[src/sv/htrp_pkg.sv]
// htrp_pkg: shared constants, stage structs and small arithmetic helpers
// for the tree route port block; no dependencies
package htrp_pkg;

    localparam int unsigned NODE_W = 15;
    localparam int unsigned PORT_W = 5;
    localparam int unsigned RND_W  = 16;
    localparam int unsigned LVL_W  = 3;

    localparam int unsigned PORTS_PER_SIDE   = 12;
    localparam int unsigned NODES_PER_MODULE = 32;
    localparam int unsigned MAX_PORT         = 23;

    localparam int unsigned IN_DATA_W  = 56;
    localparam int unsigned OUT_DATA_W = 8;
    localparam int unsigned ADDR_W     = 3;

    // register index taken from paddr[2]
    localparam logic CFG_IDX_LEVEL = 1'b0;

    localparam logic [LVL_W-1:0] LEVEL_RESET = 3'd1;

    // first stage: compares, quotients and digit sums
    typedef struct packed {
        logic       mod_eq;
        logic       clus_eq;
        logic [6:0] src_grp;
        logic [6:0] dst_grp;
        logic [2:0] src_quad;
        logic [2:0] dst_quad;
        logic       low_port;
        logic [4:0] sum12;
        logic [4:0] sum6;
        logic [1:0] rnd_lo;
        logic [4:0] dsum;
        logic [1:0] dst_sub;
        logic [4:0] dst_k;
    } front_t;

    // second stage: ancestor level and one candidate port per level
    typedef struct packed {
        logic [2:0]        anc;
        logic              low_port;
        logic [PORT_W-1:0] up_port;
        logic [3:0]        p1;
        logic [3:0]        p2;
        logic [3:0]        p3;
        logic [3:0]        p4;
        logic [5:0]        p5;
    } mid_t;

    // residue mod 3 of a small value by folding base-4 digits
    function automatic logic [1:0] mod3_u5(input logic [4:0] v);
        logic [3:0] t1;
        logic [2:0] t2;
        logic [2:0] t3;
        t1 = 4'(v[4:2]) + 4'(v[1:0]);
        t2 = 3'(t1[3:2]) + 3'(t1[1:0]);
        if (t2 >= 3'd3)
            t3 = t2 - 3'd3;
        else
            t3 = t2;
        return t3[1:0];
    endfunction

    // sum of the eight base-4 digits, same residue mod 3 as the value
    function automatic logic [4:0] digit_sum16(input logic [15:0] v);
        logic [4:0] acc;
        acc = '0;
        for (int i = 0; i < 8; i++)
            acc = acc + 5'(v[2*i +: 2]);
        return acc;
    endfunction

endpackage

[src/sv/htrp_cfg.sv]
// htrp_cfg: apb register for the switch level
// depends on htrp_pkg
module htrp_cfg
    import htrp_pkg::*;
(
    input  logic              clk,
    input  logic              rst_n,
    input  logic              psel,
    input  logic              penable,
    input  logic              pwrite,
    input  logic [ADDR_W-1:0] paddr,
    input  logic [31:0]       pwdata,
    output logic [31:0]       prdata,
    output logic              pready,
    output logic [LVL_W-1:0]  switch_level
);

    logic [LVL_W-1:0] level_reg;
    logic [LVL_W-1:0] level_next;
    logic             wr_en;

    assign pready = 1'b1;
    assign wr_en  = psel && penable && pwrite && (paddr[2] == CFG_IDX_LEVEL);

    always_comb
    begin
        level_next = level_reg;
        if (wr_en)
        begin
            level_next = pwdata[LVL_W-1:0];
        end
    end

    always_ff @(posedge clk or negedge rst_n)
    begin
        if (!rst_n)
        begin
            level_reg <= LEVEL_RESET;
        end
        else
        begin
            level_reg <= level_next;
        end
    end

    always_comb
    begin
        if (paddr[2] == CFG_IDX_LEVEL)
            prdata = {29'd0, level_reg};
        else
            prdata = '0;
    end

    assign switch_level = level_reg;

endmodule

[src/sv/htrp_front.sv]
// htrp_front: first pipeline stage, block compares, node quotients and
// digit sums of the random field and the destination; depends on htrp_pkg
module htrp_front
    import htrp_pkg::*;
(
    input  logic              clk,
    input  logic              rst_n,
    input  logic              in_valid,
    output logic              in_ready,
    input  logic [NODE_W-1:0] source_node,
    input  logic [NODE_W-1:0] dest_node,
    input  logic [PORT_W-1:0] arrival_port,
    input  logic [RND_W-1:0]  random_value,
    output logic              out_valid,
    input  logic              out_ready,
    output front_t            out_data
);

    logic       valid_reg;
    logic       valid_next;
    front_t     data_reg;
    front_t     data_next;
    logic [15:0] src_prod;
    logic [15:0] dst_prod;
    logic [11:0] src_qprod;
    logic [11:0] dst_qprod;
    logic [1:0]  src_clus;
    logic [1:0]  dst_clus;

    assign in_ready = !valid_reg || out_ready;

    // node / 384 = (node >> 7) / 3, node / 4608 = (node >> 9) / 9
    assign src_prod  = 16'(source_node[14:7]) * 16'd171;
    assign dst_prod  = 16'(dest_node[14:7]) * 16'd171;
    assign src_qprod = 12'(source_node[14:9]) * 12'd57;
    assign dst_qprod = 12'(dest_node[14:9]) * 12'd57;

    // which 12-node cluster inside the module
    assign src_clus = (source_node[4:0] >= 5'd24) ? 2'd2 :
                      (source_node[4:0] >= 5'd12) ? 2'd1 : 2'd0;
    assign dst_clus = (dest_node[4:0] >= 5'd24) ? 2'd2 :
                      (dest_node[4:0] >= 5'd12) ? 2'd1 : 2'd0;

    always_comb
    begin
        data_next.mod_eq   = (source_node[14:5] == dest_node[14:5]);
        data_next.clus_eq  = (src_clus == dst_clus);
        data_next.src_grp  = src_prod[15:9];
        data_next.dst_grp  = dst_prod[15:9];
        data_next.src_quad = src_qprod[11:9];
        data_next.dst_quad = dst_qprod[11:9];
        data_next.low_port = (arrival_port < PORT_W'(PORTS_PER_SIDE));
        data_next.sum12    = digit_sum16({2'b00, random_value[15:2]});
        data_next.sum6     = digit_sum16({1'b0, random_value[15:1]});
        data_next.rnd_lo   = random_value[1:0];
        data_next.dsum     = digit_sum16({8'd0, dest_node[14:7]});
        data_next.dst_sub  = dest_node[6:5];
        data_next.dst_k    = dest_node[4:0];
    end

    always_comb
    begin
        valid_next = valid_reg;
        if (in_ready)
        begin
            valid_next = in_valid;
        end
    end

    always_ff @(posedge clk or negedge rst_n)
    begin
        if (!rst_n)
        begin
            valid_reg <= 1'b0;
        end
        else
        begin
            valid_reg <= valid_next;
        end
    end

    always_ff @(posedge clk)
    begin
        if (in_valid && in_ready)
        begin
            data_reg <= data_next;
        end
    end

    assign out_valid = valid_reg;
    assign out_data  = data_reg;

endmodule

[src/sv/htrp_mid.sv]
// htrp_mid: second pipeline stage, ancestor level and candidate ports
// depends on htrp_pkg
module htrp_mid
    import htrp_pkg::*;
(
    input  logic   clk,
    input  logic   rst_n,
    input  logic   in_valid,
    output logic   in_ready,
    input  front_t in_data,
    output logic   out_valid,
    input  logic   out_ready,
    output mid_t   out_data
);

    logic       valid_reg;
    logic       valid_next;
    mid_t       data_reg;
    mid_t       data_next;
    logic [1:0] r12;
    logic [1:0] r6;
    logic [1:0] k_grp;
    logic [4:0] k_mod;

    assign in_ready = !valid_reg || out_ready;

    assign r12 = mod3_u5(in_data.sum12);
    assign r6  = mod3_u5(in_data.sum6);

    always_comb
    begin
        if (in_data.dst_k >= 5'd24)
        begin
            k_grp = 2'd2;
            k_mod = in_data.dst_k - 5'd24;
        end
        else if (in_data.dst_k >= 5'd12)
        begin
            k_grp = 2'd1;
            k_mod = in_data.dst_k - 5'd12;
        end
        else
        begin
            k_grp = 2'd0;
            k_mod = in_data.dst_k;
        end
    end

    always_comb
    begin
        if (in_data.mod_eq)
            data_next.anc = in_data.clus_eq ? 3'd1 : 3'd2;
        else if (in_data.src_grp == in_data.dst_grp)
            data_next.anc = 3'd3;
        else if (in_data.src_quad == in_data.dst_quad)
            data_next.anc = 3'd4;
        else
            data_next.anc = 3'd5;
        data_next.low_port = in_data.low_port;
        data_next.up_port  = PORT_W'(PORTS_PER_SIDE) + {1'b0, r12, in_data.rnd_lo};
        data_next.p1       = k_mod[3:0];
        data_next.p2       = {k_grp, in_data.rnd_lo};
        data_next.p3       = {mod3_u5({3'd0, in_data.dsum[1:0]} + 5'(in_data.dsum[4:2])),
                              in_data.dst_sub};
        data_next.p4       = {mod3_u5(in_data.dst_grp[6:2]), in_data.dst_grp[1:0]};
        // quad * 6 as two shifts
        data_next.p5       = 6'({r6, in_data.rnd_lo[0]})
                           + 6'({in_data.dst_quad, 2'b00})
                           + 6'({in_data.dst_quad, 1'b0});
    end

    always_comb
    begin
        valid_next = valid_reg;
        if (in_ready)
        begin
            valid_next = in_valid;
        end
    end

    always_ff @(posedge clk or negedge rst_n)
    begin
        if (!rst_n)
        begin
            valid_reg <= 1'b0;
        end
        else
        begin
            valid_reg <= valid_next;
        end
    end

    always_ff @(posedge clk)
    begin
        if (in_valid && in_ready)
        begin
            data_reg <= data_next;
        end
    end

    assign out_valid = valid_reg;
    assign out_data  = data_reg;

endmodule

[src/sv/htrp_sel.sv]
// htrp_sel: last pipeline stage, up or down choice by switch level, range
// check and the output register; depends on htrp_pkg
module htrp_sel
    import htrp_pkg::*;
(
    input  logic              clk,
    input  logic              rst_n,
    input  logic [LVL_W-1:0]  switch_level,
    input  logic              in_valid,
    output logic              in_ready,
    input  mid_t              in_data,
    output logic              out_valid,
    input  logic              out_ready,
    output logic [PORT_W-1:0] exit_port,
    output logic              route_error
);

    logic              valid_reg;
    logic              valid_next;
    logic [PORT_W-1:0] port_reg;
    logic [PORT_W-1:0] port_next;
    logic              err_reg;
    logic              err_next;

    assign in_ready = !valid_reg || out_ready;

    always_comb
    begin
        port_next = '0;
        err_next  = 1'b0;
        if (switch_level == 3'd0 || switch_level > 3'd5)
        begin
            err_next = 1'b1;
        end
        else if (switch_level < in_data.anc && in_data.low_port)
        begin
            port_next = in_data.up_port;
        end
        else
        begin
            unique case (switch_level)
                3'd1:    port_next = PORT_W'(in_data.p1);
                3'd2:    port_next = PORT_W'(in_data.p2);
                3'd3:    port_next = PORT_W'(in_data.p3);
                3'd4:    port_next = PORT_W'(in_data.p4);
                default:
                begin
                    // only the top level can land past the last port
                    if (in_data.p5 > 6'(MAX_PORT))
                        err_next = 1'b1;
                    else
                        port_next = in_data.p5[PORT_W-1:0];
                end
            endcase
        end
    end

    always_comb
    begin
        valid_next = valid_reg;
        if (in_ready)
        begin
            valid_next = in_valid;
        end
    end

    always_ff @(posedge clk or negedge rst_n)
    begin
        if (!rst_n)
        begin
            valid_reg <= 1'b0;
        end
        else
        begin
            valid_reg <= valid_next;
        end
    end

    always_ff @(posedge clk)
    begin
        if (in_valid && in_ready)
        begin
            port_reg <= port_next;
            err_reg  <= err_next;
        end
    end

    assign out_valid   = valid_reg;
    assign exit_port   = port_reg;
    assign route_error = err_reg;

endmodule

[src/sv/hierarchical_tree_route_port_top.sv]
// Route port computation for one switch of a five-level up/down tree. Each
// request (source, destination, arrival port, random value) yields one exit
// port and an error flag. Throughput is one request per clock when m_tready
// does not stall the pipe; each request passes three register stages (block
// compares and node quotients, ancestor level and candidate ports, level
// select into the output register). Backpressure on m_tready stalls the
// stages in place; a stage with no valid request keeps taking new ones.
// switch_level is written over the apb port at address 0 and should only
// change while no request is in flight.
// depends on htrp_pkg, htrp_cfg, htrp_front, htrp_mid, htrp_sel
module hierarchical_tree_route_port_top
    import htrp_pkg::*;
(
    input  logic                  clk,
    input  logic                  rst_n,
    input  logic                  s_tvalid,
    output logic                  s_tready,
    // [14:0] source_node, [29:15] dest_node, [34:30] arrival_port,
    // [50:35] random_value, [55:51] zero
    input  logic [IN_DATA_W-1:0]  s_tdata,
    output logic                  m_tvalid,
    input  logic                  m_tready,
    // [4:0] exit_port, [5] route_error, [7:6] zero
    output logic [OUT_DATA_W-1:0] m_tdata,
    input  logic                  psel,
    input  logic                  penable,
    input  logic                  pwrite,
    input  logic [ADDR_W-1:0]     paddr,
    input  logic [31:0]           pwdata,
    output logic [31:0]           prdata,
    output logic                  pready
);

    logic [LVL_W-1:0]  switch_level;
    logic              front_valid;
    logic              front_ready;
    front_t            front_data;
    logic              mid_valid;
    logic              mid_ready;
    mid_t              mid_data;
    logic [PORT_W-1:0] exit_port;
    logic              route_error;

    htrp_cfg u_cfg (
        .clk          (clk),
        .rst_n        (rst_n),
        .psel         (psel),
        .penable      (penable),
        .pwrite       (pwrite),
        .paddr        (paddr),
        .pwdata       (pwdata),
        .prdata       (prdata),
        .pready       (pready),
        .switch_level (switch_level)
    );

    htrp_front u_front (
        .clk          (clk),
        .rst_n        (rst_n),
        .in_valid     (s_tvalid),
        .in_ready     (s_tready),
        .source_node  (s_tdata[14:0]),
        .dest_node    (s_tdata[29:15]),
        .arrival_port (s_tdata[34:30]),
        .random_value (s_tdata[50:35]),
        .out_valid    (front_valid),
        .out_ready    (front_ready),
        .out_data     (front_data)
    );

    htrp_mid u_mid (
        .clk       (clk),
        .rst_n     (rst_n),
        .in_valid  (front_valid),
        .in_ready  (front_ready),
        .in_data   (front_data),
        .out_valid (mid_valid),
        .out_ready (mid_ready),
        .out_data  (mid_data)
    );

    htrp_sel u_sel (
        .clk          (clk),
        .rst_n        (rst_n),
        .switch_level (switch_level),
        .in_valid     (mid_valid),
        .in_ready     (mid_ready),
        .in_data      (mid_data),
        .out_valid    (m_tvalid),
        .out_ready    (m_tready),
        .exit_port    (exit_port),
        .route_error  (route_error)
    );

    assign m_tdata = {2'b00, route_error, exit_port};

`ifndef SYNTHESIS
    // an error result always carries port zero
    assert property (@(posedge clk) disable iff (!rst_n)
        m_tvalid && route_error |-> exit_port == '0)
        else $error("error result with nonzero port");

    // a good result never names a port past the last one
    assert property (@(posedge clk) disable iff (!rst_n)
        m_tvalid && !route_error |-> exit_port <= PORT_W'(MAX_PORT))
        else $error("exit port out of range");

    // an empty output stage means the whole pipe can take a request
    assert property (@(posedge clk) disable iff (!rst_n)
        !m_tvalid |-> s_tready)
        else $error("pipe stalled with empty output stage");

    // below the top level no route can fall out of range
    assert property (@(posedge clk) disable iff (!rst_n)
        m_tvalid && switch_level >= 3'd1 && switch_level <= 3'd4 |-> !route_error)
        else $error("route error below top level");
`endif

endmodule
[config.mk]
export PLATFORM = sky130hd
export DESIGN_NAME = hierarchical_tree_route_port_top
export DESIGN_NICKNAME = d
export VERILOG_FILES = /design/src/sv/htrp_pkg.sv /design/src/sv/htrp_cfg.sv /design/src/sv/htrp_front.sv /design/src/sv/htrp_mid.sv /design/src/sv/htrp_sel.sv /design/src/sv/hierarchical_tree_route_port_top.sv
export SDC_FILE = /design/constraint.sdc
export NUM_CORES = 1
export LEC_CHECK = 0
export BUFFER_PORTS_ARGS = -buffer_cell sky130_fd_sc_hd__buf_2
export CAP_MARGIN = 20
export CORE_MARGIN = 1.5
export CORE_UTILIZATION = 50
export CTS_BUF_LIST = sky130_fd_sc_hd__clkbuf_4 sky130_fd_sc_hd__clkbuf_8
export DETAILED_ROUTE_END_ITERATION = 7
export PLACE_DENSITY = 0.77
export SLEW_MARGIN = 20
export SYNTH_ARGS = -nofsm -noshare
export SYNTH_HDL_FRONTEND = slang
export SYNTH_SLANG_ARGS = --single-unit
[constraint.sdc]
create_clock -name clk -period 9.05 [get_ports clk]
set_input_delay 0.4525 -clock clk [delete_from_list [all_inputs] [get_ports clk]]
set_output_delay 0.4525 -clock clk [all_outputs]
set_load 0.1 [all_outputs]
== After elaboration in Yosys (flattened, before gate mapping) ==
Index checks and enable logic that the tools add are counted.

* Register bits: 90
* Logic and storage cells: 127

* $add $sub $neg: 34
* $mul: 4
* Order comparisons: 14
* Eq/ne operators: 8
* Multiplexer cells: 22
* Bitwise operators: 1
* Reductions and logical operators: 16

{| class="wikitable"
|+ Operator list
! operator !! number
|-
| adder 5 x 2 -> 5 bit || 12
|-
| multiplier 8 x 8 -> 16 bit (second input constant) || 2
|-
| multiplier 6 x 6 -> 12 bit (second input constant) || 2
|-
| adder 2 x 2 -> 3 bit || 7
|-
| one-hot mux 5 bit (4 select lines) || 1
|-
| adder 3 x 2 -> 4 bit || 4
|-
| >= comparator 5 x 4 -> 1 bit (second input constant) || 3
|-
| >= comparator 5 bit (second input constant) || 3
|-
| two-way mux 2 bit || 7
|-
| >= comparator 3 x 2 -> 1 bit (second input constant) || 4
|-
| == test 10 bit || 1
|-
| two-way mux 5 bit || 2
|-
| two-way mux 3 bit || 3
|-
| two-way mux 4 bit || 2
|-
| subtractor 2 bit (second input constant) || 4
|-
| subtractor 4 bit (second input constant) || 2
|-
| == test 7 bit || 1
|-
| logical AND 1 bit || 7
|-
| two-way mux 1 bit || 7
|-
| adder 3 x 5 -> 6 bit || 1
|-
| adder 6 x 4 -> 6 bit || 1
|-
| == test 3 x 2 -> 1 bit (second input constant) || 2
|-
| > comparator 6 x 5 -> 1 bit (second input constant) || 1
|-
| adder 4 x 4 -> 5 bit (first input constant) || 1
|-
| other kinds (14) || 19
|}

== Longest topological paths before layout ==
* Word-level depth: 7
* Mapped depth: 18
* Depth with buffers taken out: 18

== Hierarchy ==
A second synthesis with hierarchy kept.

* Cell total of the unflattened synthesis: 718
* Area, all modules: 8,320.5 µm²

{| class="wikitable"
|+ Modules (own cells, without submodules)
! module !! instances !! cells each !! area an instance (µm²) !! sequential area each (µm²)
|-
| htrp_front || 1 || 455 || 5,362.6 || 1,406.3
|-
| htrp_mid || 1 || 158 || 1,954.4 || 865.8
|-
| htrp_sel || 1 || 59 || 573.0 || 205.2
|-
| htrp_cfg || 1 || 42 || 404.1 || 76.3
|-
| hierarchical_tree_route_port_top || 1 || 4 || 26.3 || 0.0
|}

== Worst setup path before layout ==
Ideal clock, no wire load.

* Path kind: input to register
* Start point: in s_tdata[23]
* End point: reg u_front.data_reg (netlist bit u_front.out_data[36]), data pin
* Arrival time: 3.551 ns
* Required time: 8.792 ns
* Path slack: 5.242 ns
* Stages: 13
* Buffers on the path: 0
* Path through: ha_1 -> fa_1 -> fa_1 -> inv_1 -> fa_1 -> inv_1 -> ha_1 -> a21oi_1 -> o21ai_0 -> o31ai_1 -> o311ai_2 -> a21oi_1 -> xnor2_1

{| class="wikitable"
|+ RTL lines
! what !! line !! source
|-
| start, declared || hierarchical_tree_route_port_top.sv:20 || <nowiki>input logic [IN_DATA_W-1:0] s_tdata,</nowiki>
|-
| end signal, assigned || htrp_front.sv:86 || <nowiki>data_reg <= data_next;</nowiki>
|-
| end, declared || htrp_front.sv:21 || <nowiki>front_t data_reg;</nowiki>
|}

==> run summary <==
==================================================================================
Critical path class                                                        reg2reg
Core box area                                                           16640 um^2
Worst Slack Setup Final                                                   5.016 ns
Worst slack after detailed placement                                      4.735 ns
Pre-antenna DRT Iters                                                            4
Number of global-route vias before repair                                     5438
Via count of the routed design                                                5397
Logic pwr share                                                              59.2%
Number of standard-cell rows in the floorplan                                   47
Avg Vias per Cell                                                            4.960
Post-synthesis sequential area ratio                                        29.86%
Synth-to-layout area growth                                                 8.733%
Clock power share                                                            12.0%
Final Hold Viols                                                                 0
Unrepaired setup endpoints after global routing                                 no
Count of cell types in the netlist                                              54
Total inserted antenna cells                                                     0
All-layer global routing usage                                              16.76%
Max-slew headroom at the worst pin                                          52.37%
Critical path data arrival time                                            4.16 ns
Final setup violating endpoints                                                  0
Status                                                                finished, final reports clean
Remaining number of nets flagged by the antenna check after routing              0
Sequential group share of total power                                        28.8%
Final wirelength                                                          13.82 mm
Number of max-cap violations                                                     0
Total number of H-tree levels                                                    3
Most area-consuming cells after synthesis                             sky130_fd_sc_hd__edfxtp_1, sky130_fd_sc_hd__ha_1, sky130_fd_sc_hd__fa_1
Data required time at the worst endpoint                                   9.17 ns
Latest clock arrival within the worst-skew pair                            0.36 ns
Reported leakage power                                                    4.604 nW
Input/output buffers                                                            68
Detailed Route Iter0 Violations                                                266
Max-slew violation count                                                         0
Initial antenna violation count                                                  0
Fraction of layout cells with a size suffix above 1                         11.64%
Chip height                                                               133.8 um
Clock buffer count from CTS                                                      9
Max FO, Critical Path                                                            4
Tcrit/Tclk final                                                            44.58%
Total power divided by cell area                                      264.5 nW/um^2
Switch share                                                                42.54%
Accumulated negative setup slack                                              0 ns
CTS Buffer Depth                                                                 2
Number of warnings issued by yosys                                               0
Total DRC errors in the routed layout                                            0
Register-to-register setup slack                                           5.02 ns
GRT overflow                                                                     0
Clock sink total                                                                86
Worst voltage drop across the vdd grid                                 0.0001609 V
Number of post-CTS setup repair buffers                                          0
DP Wirelength                                                             11.71 mm
Wire length of the first global-routing pass                              24.18 mm
Dominant cell type by area after synthesis                            sky130_fd_sc_hd__edfxtp_1
Endpoint class of the critical path                                       register
Instance count of the mapped netlist                                           787
Summed instance area of the synthesized netlist                          8553 um^2
Net switching power                                                       1.047 mW
Number of flip-flops and latches in the synthesized netlist                     86
FMAX                                                                    0.2479 GHz
Clock transition at the registers of the reported paths                    0.09 ns
CTS-repair resized insts                                                         0
TritonCTS clock tree                                                          done
Starting utilization of the core area                                       51.39%
Die W                                                                     133.8 um
Largest net degree at the start of global routing                               47
Actual transition at the worst max-transition pin                        0.7097 ns
Net count of the finished layout                                              1189
Fraction of synthesis flops using an asynchronous set or reset pin          6.977%
Top-level I/O count                                                            141
Number of flops mapped to enable cells by yosys                                 80
Flip-flop cell with the highest count after synthesis                 sky130_fd_sc_hd__edfxtp_1
Gpl congestion                                                              0.8206
Critical Path Source Type                                                 register
Clock Skew                                                             0.005199 ns
Total Die Area                                                          17900 um^2
Average cell area after synthesis                                       10.87 um^2
Int Power                                                                 1.413 mW
Top cell type's share of synthesized area                                   28.09%
Hold crit path type                                                         in2reg
Hold Buf Count CTS                                                               1
Final routed wire length divided by cell count                            12.70 um
Clk root buf                                                          sky130_fd_sc_hd__clkbuf_8
Crit path time final                                                      4.034 ns
==================================================================================
-- layout by cell type (no fill, tap or decap), types with 3 or more instances in the layout --
master and count:
sky130_fd_sc_hd__clkbuf_8 9, sky130_fd_sc_hd__xnor2_1 32, sky130_fd_sc_hd__a21oi_1 30, sky130_fd_sc_hd__nand2b_1 8, sky130_fd_sc_hd__nand2_1 33, sky130_fd_sc_hd__conb_1 32, sky130_fd_sc_hd__ha_1 159, sky130_fd_sc_hd__o22ai_1 3
sky130_fd_sc_hd__nor2b_1 11, sky130_fd_sc_hd__nand4_1 8, sky130_fd_sc_hd__mux2_2 5, sky130_fd_sc_hd__edfxtp_1 80, sky130_fd_sc_hd__o21ai_0 12, sky130_fd_sc_hd__xor2_1 14, sky130_fd_sc_hd__fa_1 69, sky130_fd_sc_hd__a22oi_1 5
sky130_fd_sc_hd__nor2_1 27, sky130_fd_sc_hd__a211oi_1 4, sky130_fd_sc_hd__nand3_1 8, sky130_fd_sc_hd__nor4_1 5, sky130_fd_sc_hd__a21o_1 11, sky130_fd_sc_hd__buf_2 68, sky130_fd_sc_hd__o21a_1 4, sky130_fd_sc_hd__o21ai_1 7
sky130_fd_sc_hd__a31oi_1 5, sky130_fd_sc_hd__nor3_1 7, sky130_fd_sc_hd__and2_1 5, sky130_fd_sc_hd__inv_1 158, sky130_fd_sc_hd__o21bai_1 4, sky130_fd_sc_hd__dfrtp_1 5, sky130_fd_sc_hd__mux2i_1 3
-- cell families after synthesis --
kind of cell | count (synthesis) | synth area share, %
buffers and inverters | 195 | 10.04
AO/OA/AOI/OAI | 102 | 7.958
other | 2 | 0.08780
adder cells (fa/ha/maj) | 228 | 39.41
flip-flops | 86 | 29.86
XOR/XNOR | 46 | 4.710
AND/OR/NAND/NOR | 120 | 6.934
multiplexers | 8 | 1.009
-- state kept, by name, summed over array words and instances (netlist names) --
register	flops
u_mid.out_data	28
u_cfg.switch_level	3
u_sel.route_error	1
u_sel.out_valid	1
u_sel.exit_port	5
u_front.out_valid	1
u_mid.out_valid	1
u_front.out_data	46
-- worst max-delay path: stages, from the launching register on --
cell and delay [ns]:
sky130_fd_sc_hd__edfxtp_1 0.35, sky130_fd_sc_hd__ha_1 0.17, sky130_fd_sc_hd__inv_1 0.06, sky130_fd_sc_hd__fa_1 0.37
sky130_fd_sc_hd__xnor2_1 0.17, sky130_fd_sc_hd__ha_1 0.16, sky130_fd_sc_hd__inv_1 0.04, sky130_fd_sc_hd__fa_1 0.51
sky130_fd_sc_hd__inv_1 0.05, sky130_fd_sc_hd__ha_1 0.19, sky130_fd_sc_hd__nor2b_1 0.20, sky130_fd_sc_hd__nor2b_1 0.17
sky130_fd_sc_hd__o21ai_0 0.11, sky130_fd_sc_hd__fa_1 0.43, sky130_fd_sc_hd__inv_1 0.07, sky130_fd_sc_hd__ha_1 0.17
sky130_fd_sc_hd__inv_1 0.06, sky130_fd_sc_hd__fa_1 0.38, sky130_fd_sc_hd__xnor2_1 0.14
-- synth_stat cells, drive strengths merged, types with 11 or more instances --
cell	instances
ha	159
inv	159
edfxtp	80
fa	69
buf	35
nand2	33
xnor2	32
a21oi	31
nor2	27
o21ai	20
xor2	14
a21o	11
nor2b	11
-- area by class of cell --
class                           instances  area, um^2
Clock buffer                            9       123.9
Inverter                              159       596.8
Sequential cell                        86        2554
Tap cell                              220       275.3
Timing Repair Buffer                   71       397.9
Multi-Input combinational cell        536        5255
Clock inverter                          7       97.59
Fill cell                            1414        7342
-- power by group through the flow --
stage,clock network (mW),logic [mW],registers (mW)
finish,0.295,1.46,0.709
global route,0.318,1.70,0.722
floorplan,0,1.14,0.741
CTS,0.304,1.48,0.711
global placement,0,1.39,0.717
detailed placement,0,1.47,0.720
-- routing by layer --
layer	wire [um]	global-route usage [%]	up-vias
li1	-	-	2737
met5	0	0	-
met4	257	5.676	0
met3	545	2.003	19
met2	6773	29.27	109
met1	6247	21.67	2532
-- path summary, 6_finish.rpt --
path	from	endpoint	cells after the start
worst max-delay path	u_front.out_data[14]	u_mid.out_data[4]	18
worst min-delay path	s_tdata[16]	u_front.out_data[1]	1
worst max register to register	u_front.out_data[14]	u_mid.out_data[4]	18
worst min register to register	u_front.out_data[13]	u_mid.out_data[23]	0
max in group asynchronous	rst_n	u_cfg.switch_level[0]	2
min in group asynchronous	rst_n	u_cfg.switch_level[1]	2
-- per-stage QoR --
step / utilization [%] / area [um^2] / hold slack (ns) / power (mW) / std cells
finish: 55.88 / 9300 / 0.2654 / 2.460 / 1088
global route: 55.88 / 9300 / 0.2528 / 2.743 / 1088
CTS: 55.76 / 9280 / 0.2497 / 2.491 / 1087
detailed placement: 54.37 / 9049 / 0.2839 / 2.186 / 1070
global placement: 54.21 / 9021 / 0.2778 / 2.104 / 1069
floorplan: - / 8666 / 0.1569 / 1.884 / 817
No activity file was read; power rests on OpenSTA's default activity.
